`src/hdl/opw_pkg.sv`:
```
`timescale 1ns / 1ps
`default_nettype none
package opw_pkg;

   localparam int RADIUS_DEFAULT    = 5;
   localparam int LEVELS_DEFAULT    = 20;
   localparam int MAX_WIDTH_DEFAULT = 1024;
   localparam int MAX_HEIGHT        = 4096;

   localparam int FW_W        = 11;
   localparam int FH_W        = 13;
   localparam int ROW_W       = 12;
   localparam int TK_COL_W    = 12;
   localparam int TK_ADDR_W   = 16;
   localparam int PIX_W       = 24;
   localparam int CSR_INDEX_W = 2;
   localparam int CSR_DATA_W  = 13;

   localparam logic [CSR_INDEX_W-1:0] CSR_FRAME_WIDTH  = 2'd0;
   localparam logic [CSR_INDEX_W-1:0] CSR_FRAME_HEIGHT = 2'd1;

   localparam logic OP_PIXEL = 1'b0;
   localparam logic OP_DRAIN = 1'b1;

   localparam logic [FW_W-1:0] FRAME_WIDTH_RESET  = 11'd640;
   localparam logic [FH_W-1:0] FRAME_HEIGHT_RESET = 13'd480;

   typedef struct packed {
      logic       op;
      logic [7:0] pixel_red;
      logic [7:0] pixel_green;
      logic [7:0] pixel_blue;
   } req_type;

   typedef struct packed {
      logic [7:0] out_red;
      logic [7:0] out_green;
      logic [7:0] out_blue;
      logic       end_of_frame;
   } rsp_type;

   typedef struct packed {
      logic [ROW_W-1:0]     row;
      logic [TK_COL_W-1:0]  column;
      logic [TK_ADDR_W-1:0] base;
      logic                 eof;
   } ticket_type;

   typedef struct packed {
      logic busy_reading;
      logic ticket_take;
   } back_status_type;

   typedef enum logic [2:0] {
      BK_IDLE,
      BK_RISE,
      BK_SWEEP,
      BK_FLUSH,
      BK_SCAN,
      BK_DIV,
      BK_PUSH
   } back_state_type;

endpackage
`default_nettype wire

```
`src/hdl/opw_front.sv`:
```
`timescale 1ns / 1ps
`default_nettype none
module opw_front
   import opw_pkg::*;
#(
   parameter int RADIUS    = RADIUS_DEFAULT,
   parameter int MAX_WIDTH = MAX_WIDTH_DEFAULT,
   localparam int COL_W  = $clog2(MAX_WIDTH),
   localparam int CW     = COL_W + 1,
   localparam int DEPTH  = (2 * RADIUS + 1) * MAX_WIDTH,
   localparam int ADDR_W = $clog2(DEPTH)
) (
   input  wire logic                   clock,
   input  wire logic                   reset,
   input  wire logic                   req_push,
   input  wire req_type                req_data,
   output logic                        req_full,
   input  wire logic                   csr_valid,
   input  wire logic [CSR_INDEX_W-1:0] csr_index,
   input  wire logic [CSR_DATA_W-1:0]  csr_data,
   output logic                        csr_ready,
   input  wire back_status_type        status,
   output logic                        ticket_valid,
   output ticket_type                  ticket,
   output logic                        wr_en,
   output logic      [ADDR_W-1:0]      wr_addr,
   output logic      [PIX_W-1:0]       wr_data,
   output logic      [CW-1:0]          width_eff,
   output logic      [FH_W-1:0]        height_eff
);

   logic [FW_W-1:0]   fw_ff, fw_in;
   logic [FH_W-1:0]   fh_ff, fh_in;
   logic [COL_W-1:0]  in_col_ff, in_col_in, out_col_ff, out_col_in;
   logic [ROW_W-1:0]  in_row_ff, in_row_in, out_row_ff, out_row_in;
   logic              done_ff, done_in;
   logic [ADDR_W-1:0] wptr_ff, wptr_in, base_ff, base_in;
   logic              tk_valid_ff, tk_valid_in;
   ticket_type        tk_ff, tk_in;

   logic [FH_W-1:0]   w13, h13, need_r;
   logic [CW:0]       need_c;
   logic [ADDR_W:0]   wsum, bsum;
   logic              acc, pix, ready, emit, eof, csr_wr;

   always_comb begin
      w13 = FH_W'(fw_ff);
      if (w13 == '0) begin
         w13 = FH_W'(1);
      end else if (w13 > FH_W'(MAX_WIDTH)) begin
         w13 = FH_W'(MAX_WIDTH);
      end
      h13 = fh_ff;
      if (h13 == '0) begin
         h13 = FH_W'(1);
      end else if (h13 > FH_W'(MAX_HEIGHT)) begin
         h13 = FH_W'(MAX_HEIGHT);
      end
   end

   assign width_eff  = CW'(w13);
   assign height_eff = h13;
   assign csr_ready  = 1'b1;
   assign csr_wr     = csr_valid;
   assign req_full   = tk_valid_ff || status.busy_reading;
   assign acc        = req_push && !req_full;
   assign pix        = acc && (req_data.op == OP_PIXEL) && !done_ff;

   assign wr_en   = pix;
   assign wr_addr = wptr_ff;
   assign wr_data = {req_data.pixel_red, req_data.pixel_green, req_data.pixel_blue};

   assign ticket_valid = tk_valid_ff;
   assign ticket       = tk_ff;

   always_comb begin
      fw_in      = fw_ff;
      fh_in      = fh_ff;
      in_col_in  = in_col_ff;
      in_row_in  = in_row_ff;
      done_in    = done_ff;
      wptr_in    = wptr_ff;
      out_col_in = out_col_ff;
      out_row_in = out_row_ff;
      base_in    = base_ff;
      wsum       = (ADDR_W + 1)'(wptr_ff) + (ADDR_W + 1)'(1);
      bsum       = (ADDR_W + 1)'(base_ff) + (ADDR_W + 1)'(width_eff);

      // store the pixel and step the input position
      if (pix) begin
         if (CW'(in_col_ff) + CW'(1) >= width_eff) begin
            in_col_in = '0;
            if (FH_W'(in_row_ff) + FH_W'(1) >= h13) begin
               in_row_in = '0;
               done_in   = 1'b1;
            end else begin
               in_row_in = in_row_ff + ROW_W'(1);
            end
         end else begin
            in_col_in = in_col_ff + COL_W'(1);
         end
         if (wsum >= (ADDR_W + 1)'(DEPTH)) begin
            wptr_in = '0;
         end else begin
            wptr_in = ADDR_W'(wsum);
         end
      end

      // is the next output covered by what has arrived
      need_r = FH_W'(out_row_ff) + FH_W'(RADIUS);
      if (need_r > h13 - FH_W'(1)) begin
         need_r = h13 - FH_W'(1);
      end
      need_c = (CW + 1)'(out_col_ff) + (CW + 1)'(RADIUS);
      if (need_c > (CW + 1)'(width_eff) - (CW + 1)'(1)) begin
         need_c = (CW + 1)'(width_eff) - (CW + 1)'(1);
      end
      ready = done_in || (need_r < FH_W'(in_row_in)) ||
              ((need_r == FH_W'(in_row_in)) && (need_c < (CW + 1)'(in_col_in)));
      emit  = acc && ((req_data.op == OP_DRAIN) || !done_ff) && ready;
      eof   = (FH_W'(out_row_ff) == h13 - FH_W'(1)) &&
              (CW'(out_col_ff) == width_eff - CW'(1));

      tk_in.row    = out_row_ff;
      tk_in.column = TK_COL_W'(out_col_ff);
      tk_in.base   = TK_ADDR_W'(base_ff);
      tk_in.eof    = eof;
      tk_valid_in  = (tk_valid_ff && !status.ticket_take) || emit;

      if (emit) begin
         if (eof) begin
            in_col_in  = '0;
            in_row_in  = '0;
            done_in    = 1'b0;
            wptr_in    = '0;
            out_col_in = '0;
            out_row_in = '0;
            base_in    = '0;
         end else if (CW'(out_col_ff) + CW'(1) >= width_eff) begin
            out_col_in = '0;
            out_row_in = out_row_ff + ROW_W'(1);
            if (bsum >= (ADDR_W + 1)'(DEPTH)) begin
               base_in = ADDR_W'(bsum - (ADDR_W + 1)'(DEPTH));
            end else begin
               base_in = ADDR_W'(bsum);
            end
         end else begin
            out_col_in = out_col_ff + COL_W'(1);
         end
      end

      // a write to the width or height register restarts the frame
      if (csr_wr && ((csr_index == CSR_FRAME_WIDTH) || (csr_index == CSR_FRAME_HEIGHT))) begin
         if (csr_index == CSR_FRAME_WIDTH) begin
            fw_in = csr_data[FW_W-1:0];
         end else begin
            fh_in = csr_data[FH_W-1:0];
         end
         in_col_in  = '0;
         in_row_in  = '0;
         done_in    = 1'b0;
         wptr_in    = '0;
         out_col_in = '0;
         out_row_in = '0;
         base_in    = '0;
      end
   end

   always_ff @(posedge clock) begin
      if (reset) begin
         fw_ff       <= FRAME_WIDTH_RESET;
         fh_ff       <= FRAME_HEIGHT_RESET;
         in_col_ff   <= '0;
         in_row_ff   <= '0;
         done_ff     <= 1'b0;
         wptr_ff     <= '0;
         out_col_ff  <= '0;
         out_row_ff  <= '0;
         base_ff     <= '0;
         tk_valid_ff <= 1'b0;
      end else begin
         fw_ff       <= fw_in;
         fh_ff       <= fh_in;
         in_col_ff   <= in_col_in;
         in_row_ff   <= in_row_in;
         done_ff     <= done_in;
         wptr_ff     <= wptr_in;
         out_col_ff  <= out_col_in;
         out_row_ff  <= out_row_in;
         base_ff     <= base_in;
         tk_valid_ff <= tk_valid_in;
      end
   end

   always_ff @(posedge clock) begin
      if (emit) begin
         tk_ff <= tk_in;
      end
   end

endmodule
`default_nettype wire

```
`config.mk`:
```
export PLATFORM = sky130hd
export DESIGN_NAME = opw_front
export DESIGN_NICKNAME = d
export VERILOG_FILES = /design/src/hdl/opw_pkg.sv /design/src/hdl/opw_front.sv
export SDC_FILE = /design/constraint.sdc
export NUM_CORES = 1
export LEC_CHECK = 0
export BUFFER_PORTS_ARGS = -buffer_cell sky130_fd_sc_hd__buf_2
export CORE_ASPECT_RATIO = 2
export CORE_UTILIZATION = 55
export CTS_CLUSTER_SIZE = 25
export DETAILED_ROUTE_END_ITERATION = 16
export PLACE_DENSITY_LB_ADDON = 0.12
export SYNTH_ARGS = -nofsm -noshare
export SYNTH_HDL_FRONTEND = slang
export SYNTH_SLANG_ARGS = --single-unit
```
`constraint.sdc`:
```
create_clock -name clock -period 9.25 [get_ports clock]
set_clock_uncertainty 0.15 [all_clocks]
set_input_delay 1.3875 -clock clock [delete_from_list [all_inputs] [get_ports clock]]
set_output_delay 1.3875 -clock clock [all_outputs]
set_load 0.02 [all_outputs]
```
# [Word-level counts from Yosys, hierarchy flattened]
# Index checks and enable logic that the tools add are counted.
[totals] word_cells=103 in_bits=46 register_bits=135 out_inout_bits=107
[classes] n_reduce_logical=26 eq_ne=4 add_sub_neg=15 mux=31 order_cmp=11 bitwise_logic=2
[ops] operator="$mux W14" n=7
[ops] operator="$mux W12" n=8
[ops] operator="$mux W10" n=6
[ops] operator="$mux W13" n=3
[ops] operator="$ge A15 B14 Y1 const B" n=2
[ops] operator="$add A12 B1 Y12 const B" n=2
[ops] operator="$add A10 B1 Y11 const B" n=2
[ops] operator="$ge A11 B11 Y1" n=2
[ops] operator="$mux W11" n=2
[ops] operator="$add A10 B1 Y10 const B" n=2
[ops] operator="$add A14 B1 Y15 const B" n=1
[ops] operator="$add A14 B11 Y15" n=1
[ops] operator="$sub A14 B14 Y14 const B" n=1
[ops] operator="$add A12 B1 Y13 const B" n=1
[ops] operator="$add A12 B3 Y13 const B" n=1
[ops] operator="$eq A12 B13 Y1" n=1
[ops] operator="$eq A13 B12 Y1" n=1
[ops] operator="$ge A13 B13 Y1" n=1
[ops] operator="$gt A13 B13 Y1" n=1
[ops] operator="$gt A13 B13 Y1 const B" n=1
[ops] operator="$logic_not A13 Y1" n=1
[ops] operator="$lt A13 B12 Y1" n=1
[ops] operator="$sub A13 B1 Y13 const B" n=1
[ops] operator="$gt A11 B12 Y1" n=1
[ops] operator="other kinds (17)" n=39

# [Logic depth before layout (Yosys ltp)]
[depth] word_depth=12 depth_mapped=34 depth_no_buf=29

# [Worst setup path after synthesis]
# OpenSTA, ideal clock, no wires.
[synth_path] path_kind="reg-to-reg" start="register fw_ff[3]" end="register tk_ff, in the netlist ticket[0], enable pin" path_buffers=5 path_stages_with_launch=28 setup_ps=416 required_time_ps=8684 arrival_ps=6715 setup_slack_ps=1970 synth_period_minus_slack_ps=7280 cell_sequence="dfxtp_1 > clkbuf_1 > or4_1 > clkbuf_1 > nor2_1 > a21oi_1 > nor2_1 > inv_1 > ha_1 > clkbuf_1 > a31oi_1 > a221oi_1 > ha_1 > or4_1 > a21oi_1 > o21ai_0 > o21ai_1 > clkbuf_1 > mux2i_1 > ha_1 > a21oi_1 > nor2_1 > a211oi_1 > o2111ai_1 > o21ai_0 > a32oi_1 > inv_1 > clkbuf_1"
[synth_between] elab_chain_len=10 word_cells_on_any_way=21 cone_classes="add/sub: 1; order compare: 5; eq/ne: 1; mux: 9; reduce/logical: 5"
[synth_rtl] element="start, declared" line_no="opw_front.sv:32" rtl="logic [FW_W-1:0] fw_ff, fw_in;"
[synth_rtl] element="start signal, assigned" line_no="opw_front.sv:182" rtl="fw_ff <= fw_in;"
[synth_rtl] element="$gt A11 B11 Y1" line_no="opw_front.sv:50" rtl="end else if (w13 > FH_W'(MAX_WIDTH)) begin"
[synth_rtl] element="$mux W11" line_no="opw_front.sv:50"
[synth_rtl] element="$mux W11 *" line_no="opw_front.sv:48" rtl="if (w13 == '0) begin"
[synth_rtl] element="net width_eff[0]" line_no="opw_front.sv:28" rtl="output logic [CW-1:0] width_eff,"
[synth_rtl] element="$sub A11 B1 Y12 or $ge A11 B11 Y1 (tied branches)" line_no="opw_front.sv:115, opw_front.sv:116, opw_front.sv:91"
[synth_rtl] element="$gt A11 B12 Y1 (tied with other cells)" line_no="opw_front.sv:115" rtl="if (need_c > (CW + 1)'(width_eff) - (CW + 1)'(1)) begin"
[synth_rtl] element="$mux W12 (tied with other cells)" line_no="opw_front.sv:115"
[synth_rtl] element="$lt A12 B10 Y1 (tied with other cells)" line_no="opw_front.sv:119" rtl="((need_r == FH_W'(in_row_in)) && (need_c < (CW + 1)'(in_col_in)));"
[synth_rtl] element="$logic_and A1 B1 Y1 or $logic_or A1 B1 Y1 (tied branches)" line_no="opw_front.sv:119, opw_front.sv:118"
[synth_rtl] element="$logic_or A1 B1 Y1 *" line_no="opw_front.sv:118" rtl="ready = done_in || (need_r < FH_W'(in_row_in)) ||"
[synth_rtl] element="$logic_and A1 B1 Y1 *" line_no="opw_front.sv:120" rtl="emit = acc && ((req_data.op == OP_DRAIN) || !done_ff) && ready;"
[synth_rtl] element="net emit" line_no="opw_front.sv:44" rtl="logic acc, pix, ready, emit, eof, csr_wr;"
[synth_rtl] element="end signal, assigned" line_no="opw_front.sv:197" rtl="tk_ff <= tk_in;"
[synth_rtl] element="end, declared" line_no="opw_front.sv:39" rtl="ticket_type tk_ff, tk_in;"
# Mark *: on every way through the listed nets, which the timed path passes. The rest lies on a longest branch.
# A chain may end at the register's enable or synchronous reset.

# [Worst setup path in the final report]
[layout_path] start="register fh_ff[6]" end="register out_row_ff[1]"
[layout_between] elab_chain_len=12 word_cells_on_any_way=25 cone_classes="add/sub: 1; order compare: 4; eq/ne: 2; mux: 10; reduce/logical: 8"
[layout_rtl] element="start, declared" line_no="opw_front.sv:33" rtl="logic [FH_W-1:0] fh_ff, fh_in;"
[layout_rtl] element="start signal, assigned" line_no="opw_front.sv:183" rtl="fh_ff <= fh_in;"
[layout_rtl] element="$gt A13 B13 Y1" line_no="opw_front.sv:56" rtl="end else if (h13 > FH_W'(MAX_HEIGHT)) begin"
[layout_rtl] element="$mux W13" line_no="opw_front.sv:56"
[layout_rtl] element="$mux W13 *" line_no="opw_front.sv:54" rtl="if (h13 == '0) begin"
[layout_rtl] element="parallel branches: the longest is 9 deep, another holds $sub A13 B1 Y13"
[layout_rtl] element="end signal, assigned" line_no="opw_front.sv:189" rtl="out_row_ff <= out_row_in;"
[layout_rtl] element="end, declared" line_no="opw_front.sv:35" rtl="logic [ROW_W-1:0] in_row_ff, in_row_in, out_row_ff, out_row_in;"
# Every way passes the cells marked *.

==> impl_metrics.prom <==
# TYPE chip_impl_metric gauge
chip_impl_metric{name="coreArea",unit="mm^2"} 0.0187
chip_impl_info{name="synth_area_leader_cell",value="dfxtp_1"} 1
chip_impl_metric{name="cts_buffer_depth",unit=""} 2
chip_impl_info{name="tritoncts",value="yes"} 1
chip_impl_metric{name="synth.cell_area",unit="mm^2"} 0.0104
chip_impl_info{name="status",value="complete, no violations"} 1
chip_impl_metric{name="setup_total_negative_slack",unit="ns"} 0
chip_impl_metric{name="numClockSinks",unit=""} 135
chip_impl_info{name="crit_path_start_kind",value="flop"} 1
chip_impl_metric{name="grt_overflow_total",unit=""} 0
chip_impl_metric{name="drt_pass1_iterations",unit=""} 5
chip_impl_info{name="endpoint_kind",value="flop"} 1
chip_impl_info{name="timing.setup.critical_path_class",value="reg2reg"} 1
chip_impl_metric{name="timing.hold.worst_path_depth",unit=""} 0
chip_impl_metric{name="drc_errors",unit=""} 0
chip_impl_metric{name="clkTransAtPathRegs",unit="ns"} 0.06
chip_impl_metric{name="die_area",unit="mm^2"} 0.0196
chip_impl_metric{name="groute.usage.overall",unit="%"} 34.0
chip_impl_metric{name="maxSlewHeadroom",unit="%"} 20.7
chip_impl_metric{name="final.fill_count",unit=""} 1755
chip_impl_metric{name="placement.cell_area",unit="mm^2"} 0.0107
chip_impl_metric{name="final_design_area_excluding_fillers",unit="mm^2"} 0.0114
chip_impl_metric{name="tritoncts.num_buffers",unit=""} 17
chip_impl_info{name="hold-path-endpoint",value="ticket[6]"} 1
chip_impl_metric{name="wire_per_inst",unit="um"} 21.2
chip_impl_metric{name="die_width",unit="um"} 99.4
chip_impl_metric{name="timing.final.crit_share",unit="%"} 91.2
chip_impl_metric{name="critical_path.n_buffers_inverters",unit=""} 3
chip_impl_metric{name="number_of_flops_mapped_to_enable_cells_by_yosys",unit=""} 37
chip_impl_metric{name="worst_ir_drop_vdd",unit="mV"} 0.126
chip_impl_metric{name="ys_warn_count",unit=""} 0
chip_impl_metric{name="area_growth",unit="%"} 8.72
chip_impl_metric{name="first_global_vias",unit=""} 9536
chip_impl_metric{name="worstRegToRegCells",unit=""} 27
chip_impl_metric{name="design.final.nets",unit=""} 1452
chip_impl_metric{name="count_of_endpoints_failing_setup_in_the_final_report",unit=""} 0
chip_impl_metric{name="synth_top_area_share",unit="%"} 18.8
chip_impl_metric{name="final-max-slew-violation-count",unit=""} 0
chip_impl_info{name="path_delay_family",value="compound AO/OA/AOI/OAI gates"} 1
chip_impl_metric{name="count_of_antenna_diodes_in_the_layout",unit=""} 0
chip_impl_metric{name="num_vias",unit=""} 9754
chip_impl_info{name="hold_path_startpoint",value="base_ff[5]"} 1
chip_impl_metric{name="final.min_clock_period",unit="ns"} 8.43
chip_impl_metric{name="postCtsHoldBufs",unit=""} 0
chip_impl_info{name="ys_dominant_reg_cell",value="dfxtp_1"} 1
chip_impl_metric{name="post_synth.cell_area_avg",unit="um^2"} 8.18
chip_impl_metric{name="gpl.final_weighted_congestion",unit=""} 1.02
chip_impl_metric{name="worst_path_largest_cell_delay",unit="ns"} 0.75
chip_impl_metric{name="height_of_the_chip",unit="um"} 197
chip_impl_metric{name="io_buffer_count",unit=""} 99
chip_impl_metric{name="hold_viol_final",unit=""} 0
chip_impl_metric{name="drtIter0Drc",unit=""} 345
chip_impl_metric{name="synth.lib_cells_used.distinct",unit=""} 87
chip_impl_info{name="min_path_type",value="reg2reg"} 1
chip_impl_metric{name="critical_path_arrival",unit="ns"} 8.63
chip_impl_metric{name="totalPowerFinal",unit="mW"} 1.52
chip_impl_metric{name="timing.max_cap.violations",unit=""} 0
chip_impl_metric{name="achievable-frequency",unit="MHz"} 119
chip_impl_metric{name="async_reset_ff_share",unit="%"} 0
chip_impl_info{name="rsz_0062_raised_after_global_routing",value="false"} 1
chip_impl_metric{name="crit_required",unit="ns"} 9.45
chip_impl_info{name="worstReg2RegStart",value="fh_ff[6]"} 1
chip_impl_metric{name="initial_antenna_violation_count",unit=""} 0
chip_impl_metric{name="htree_levels",unit=""} 4
chip_impl_metric{name="viasPerCell",unit=""} 6.34
chip_impl_metric{name="antenna_nets_post_route",unit=""} 0
chip_impl_metric{name="grt_start_max_net_pins",unit=""} 39
chip_impl_info{name="yosys-top-cells-area",value="dfxtp_1 19%, ha_1 12%, edfxtp_1 11%"} 1
chip_impl_metric{name="ioPinCount",unit=""} 153
chip_impl_metric{name="max_slew.worst_pin.slew",unit="ns"} 1.18
chip_impl_metric{name="start_util",unit="%"} 56.0
chip_impl_metric{name="post_synthesis_cell_count",unit=""} 1276
chip_impl_metric{name="rows",unit=""} 71
chip_impl_metric{name="power-per-cell-area",unit="mW/mm^2"} 134
chip_impl_metric{name="reg2reg_setup_slack",unit="ns"} 0.82
chip_impl_info{name="worstReg2RegEnd",value="out_row_ff[1]"} 1
chip_impl_metric{name="post_cts_setup_buffers",unit=""} 0
chip_impl_metric{name="cts_resized",unit=""} 0
chip_impl_info{name="cts_root_buf",value="clkbuf_16"} 1
chip_impl_metric{name="worst_skew_pair.late_latency",unit="ns"} 0.43
chip_impl_metric{name="dpl.hpwl",unit="mm"} 25.7
chip_impl_metric{name="cp_max_fo",unit=""} 35
chip_impl_info{name="worst_path_most_repeated_cell",value="a21oi_1"} 1
chip_impl_metric{name="synth.ff_latch_count",unit=""} 135
chip_impl_metric{name="drive_above_1_share",unit="%"} 13.6
chip_impl_metric{name="global_route_wire_length_before_repair",unit="mm"} 50.1
chip_impl_metric{name="p_leak",unit="nW"} 4.66
chip_impl_metric{name="totalWireLength",unit="mm"} 32.7
chip_impl_metric{name="synth_seq_area_share",unit="%"} 29.4
chip_impl_info{name="slowest_stage",value="a221oi_1"} 1
-- worst max-delay path by stage --
stage,end,slack (ns),from,cells past startpoint
floorplan,ticket[0],1.97,fw_ff[3],27
global route,base_ff[0],0.34,fh_ff[6],27
global placement,base_ff[0],1.32,fh_ff[6],27
finish,out_row_ff[1],0.82,fh_ff[6],27
CTS,out_row_ff[1],0.96,fh_ff[6],27
detailed placement,out_row_ff[1],1.0,fh_ff[6],27
-- worst reg2reg max path, stage by stage (launching register included) --
cell and delay [ns]:
dfxtp_1 0.39, or4_1 0.70, nor2_1 0.25, a21oi_1 0.10, nor2_1 0.35, inv_1 0.13, ha_1 0.36, nor4b_1 0.20
a221oi_1 0.75, ha_1 0.28, nand2_1 0.06, a21oi_1 0.14, a211oi_1 0.09, o31ai_1 0.36, o41a_1 0.71, mux2i_1 0.32
ha_1 0.28, nor2b_1 0.13, o21ai_0 0.17, a21oi_1 0.09, a2111oi_0 0.30, o21ai_0 0.21, o311ai_0 0.17, a32oi_2 0.26
inv_2 0.69, buf_4 0.44, nand4_1 0.13, a21oi_1 0.18
-- through the flow --
stage | setup WS, ns | hold WS [ns] | util [%] | cells
2_1_floorplan | 1.97 | 0.256 | - | 1279
3_3_place_gp | 1.32 | 0.308 | 57.4 | 1508
3_5_place_dp | 0.999 | 0.312 | 57.4 | 1508
4_1_cts | 0.963 | 0.327 | 60.9 | 1539
5_1_grt | 0.344 | 0.339 | 60.9 | 1539
6_report | 0.818 | 0.323 | 60.9 | 1539
-- layout by cell type, fill, tap and decap left out, types with 6 or more instances in the layout --
cell,instances
a211o_1,6
a211oi_1,6
a21o_1,9
a21oi_1,110
a22oi_1,21
a31oi_1,9
and2_1,10
and3_1,17
buf_2,99
buf_4,12
clkbuf_16,17
dfxtp_1,98
edfxtp_1,37
ha_1,97
inv_1,65
mux2i_1,11
nand2_1,122
nand2b_1,13
nand3_1,41
nand3b_1,12
nand4_1,16
nand4b_1,6
nor2_1,96
nor2b_1,15
nor3_1,27
nor4_1,16
o2111ai_1,6
o211ai_1,6
o21a_1,11
o21ai_0,68
o31ai_1,17
or2_2,9
or3_1,17
or4_1,11
xnor2_1,48
xor2_1,20
-- cells in the mapped netlist, types with 5 or more instances --
cell type	number
o31ai_1	17
nor4_1	16
and2_1	10
buf_4	30
a21oi_1	110
edfxtp_1	37
a22oi_1	21
and3_1	17
o22ai_1	5
nor3_1	27
nand3_1	41
dfxtp_1	98
nor2_1	96
a2111oi_0	5
xnor2_1	48
or4_1	11
or2_2	9
clkbuf_1	52
nand2_1	122
clkbuf_8	9
a21o_1	9
inv_1	66
nand4b_1	6
buf_2	5
o21ai_0	68
nand2b_1	13
nand4_1	16
o2111ai_1	6
mux2i_1	11
or4_4	5
nor2b_1	15
ha_1	97
a31oi_1	9
xor2_1	20
or3_1	17
and4_1	5
nand3b_1	12
a211oi_1	6
a211o_1	6
o211ai_1	6
o21a_1	11
mux2_2	5
a21oi_2	5
-- cell type report --
cell class | instances | area (um^2) | area share [%]
Timing Repair Buffer | 111 | 586 | 5.16
Clock buffer | 19 | 443 | 3.90
Tap cell | 219 | 274 | 2.41
Inverter | 67 | 251 | 2.22
Sequential cell | 135 | 3070 | 27.1
Multi-Input combinational cell | 976 | 6530 | 57.5
Clock inverter | 12 | 201 | 1.77
-- registers in the layout (all words and copies together), names as in the netlist --
register / flops
fw_ff: 11
ticket: 37
ticket_valid: 1
fh_ff: 13
out_row_ff: 12
in_row_ff: 12
done_ff: 1
in_col_ff: 10
wr_addr: 14
out_col_ff: 10
base_ff: 14
-- kinds of logic after synthesis --
logic type,after synthesis,share of synthesized area (%)
flip-flops,135,29.4
other,2,0.0719
AND/OR/NAND/NOR,456,22.6
adder cells (fa/ha/maj),99,11.9
multiplexers,16,1.59
XOR/XNOR,68,5.70
AO/OA/AOI/OAI,332,20.4
buffers and inverters,168,8.27
-- layer usage --
| layer | track usage, % | vias up | part of all wire, % |
|---|---|---|---|
| met2 | 63.3 | 351 | 52 |
| met4 | 30.7 | 0 | 9.6 |
| met1 | 31.3 | 4584 | 34 |
| met5 | 0 | - | 0 |
| li1 | - | 4679 | - |
| met3 | 4.43 | 140 | 3.9 |
-- report_power, final --
| group | internal (mW) | total (mW) | switching [mW] | leakage (nW) |
|---|---|---|---|---|
| clock | 0.484 | 0.752 | 0.268 | 0.309 |
| combinational | 0.0499 | 0.149 | 0.0995 | 3.25 |
| sequential | 0.608 | 0.618 | 0.00950 | 1.11 |
| total | 1.14 | 1.52 | 0.377 | 4.66 |
Note: power is estimated with default switching activity, not from simulation.
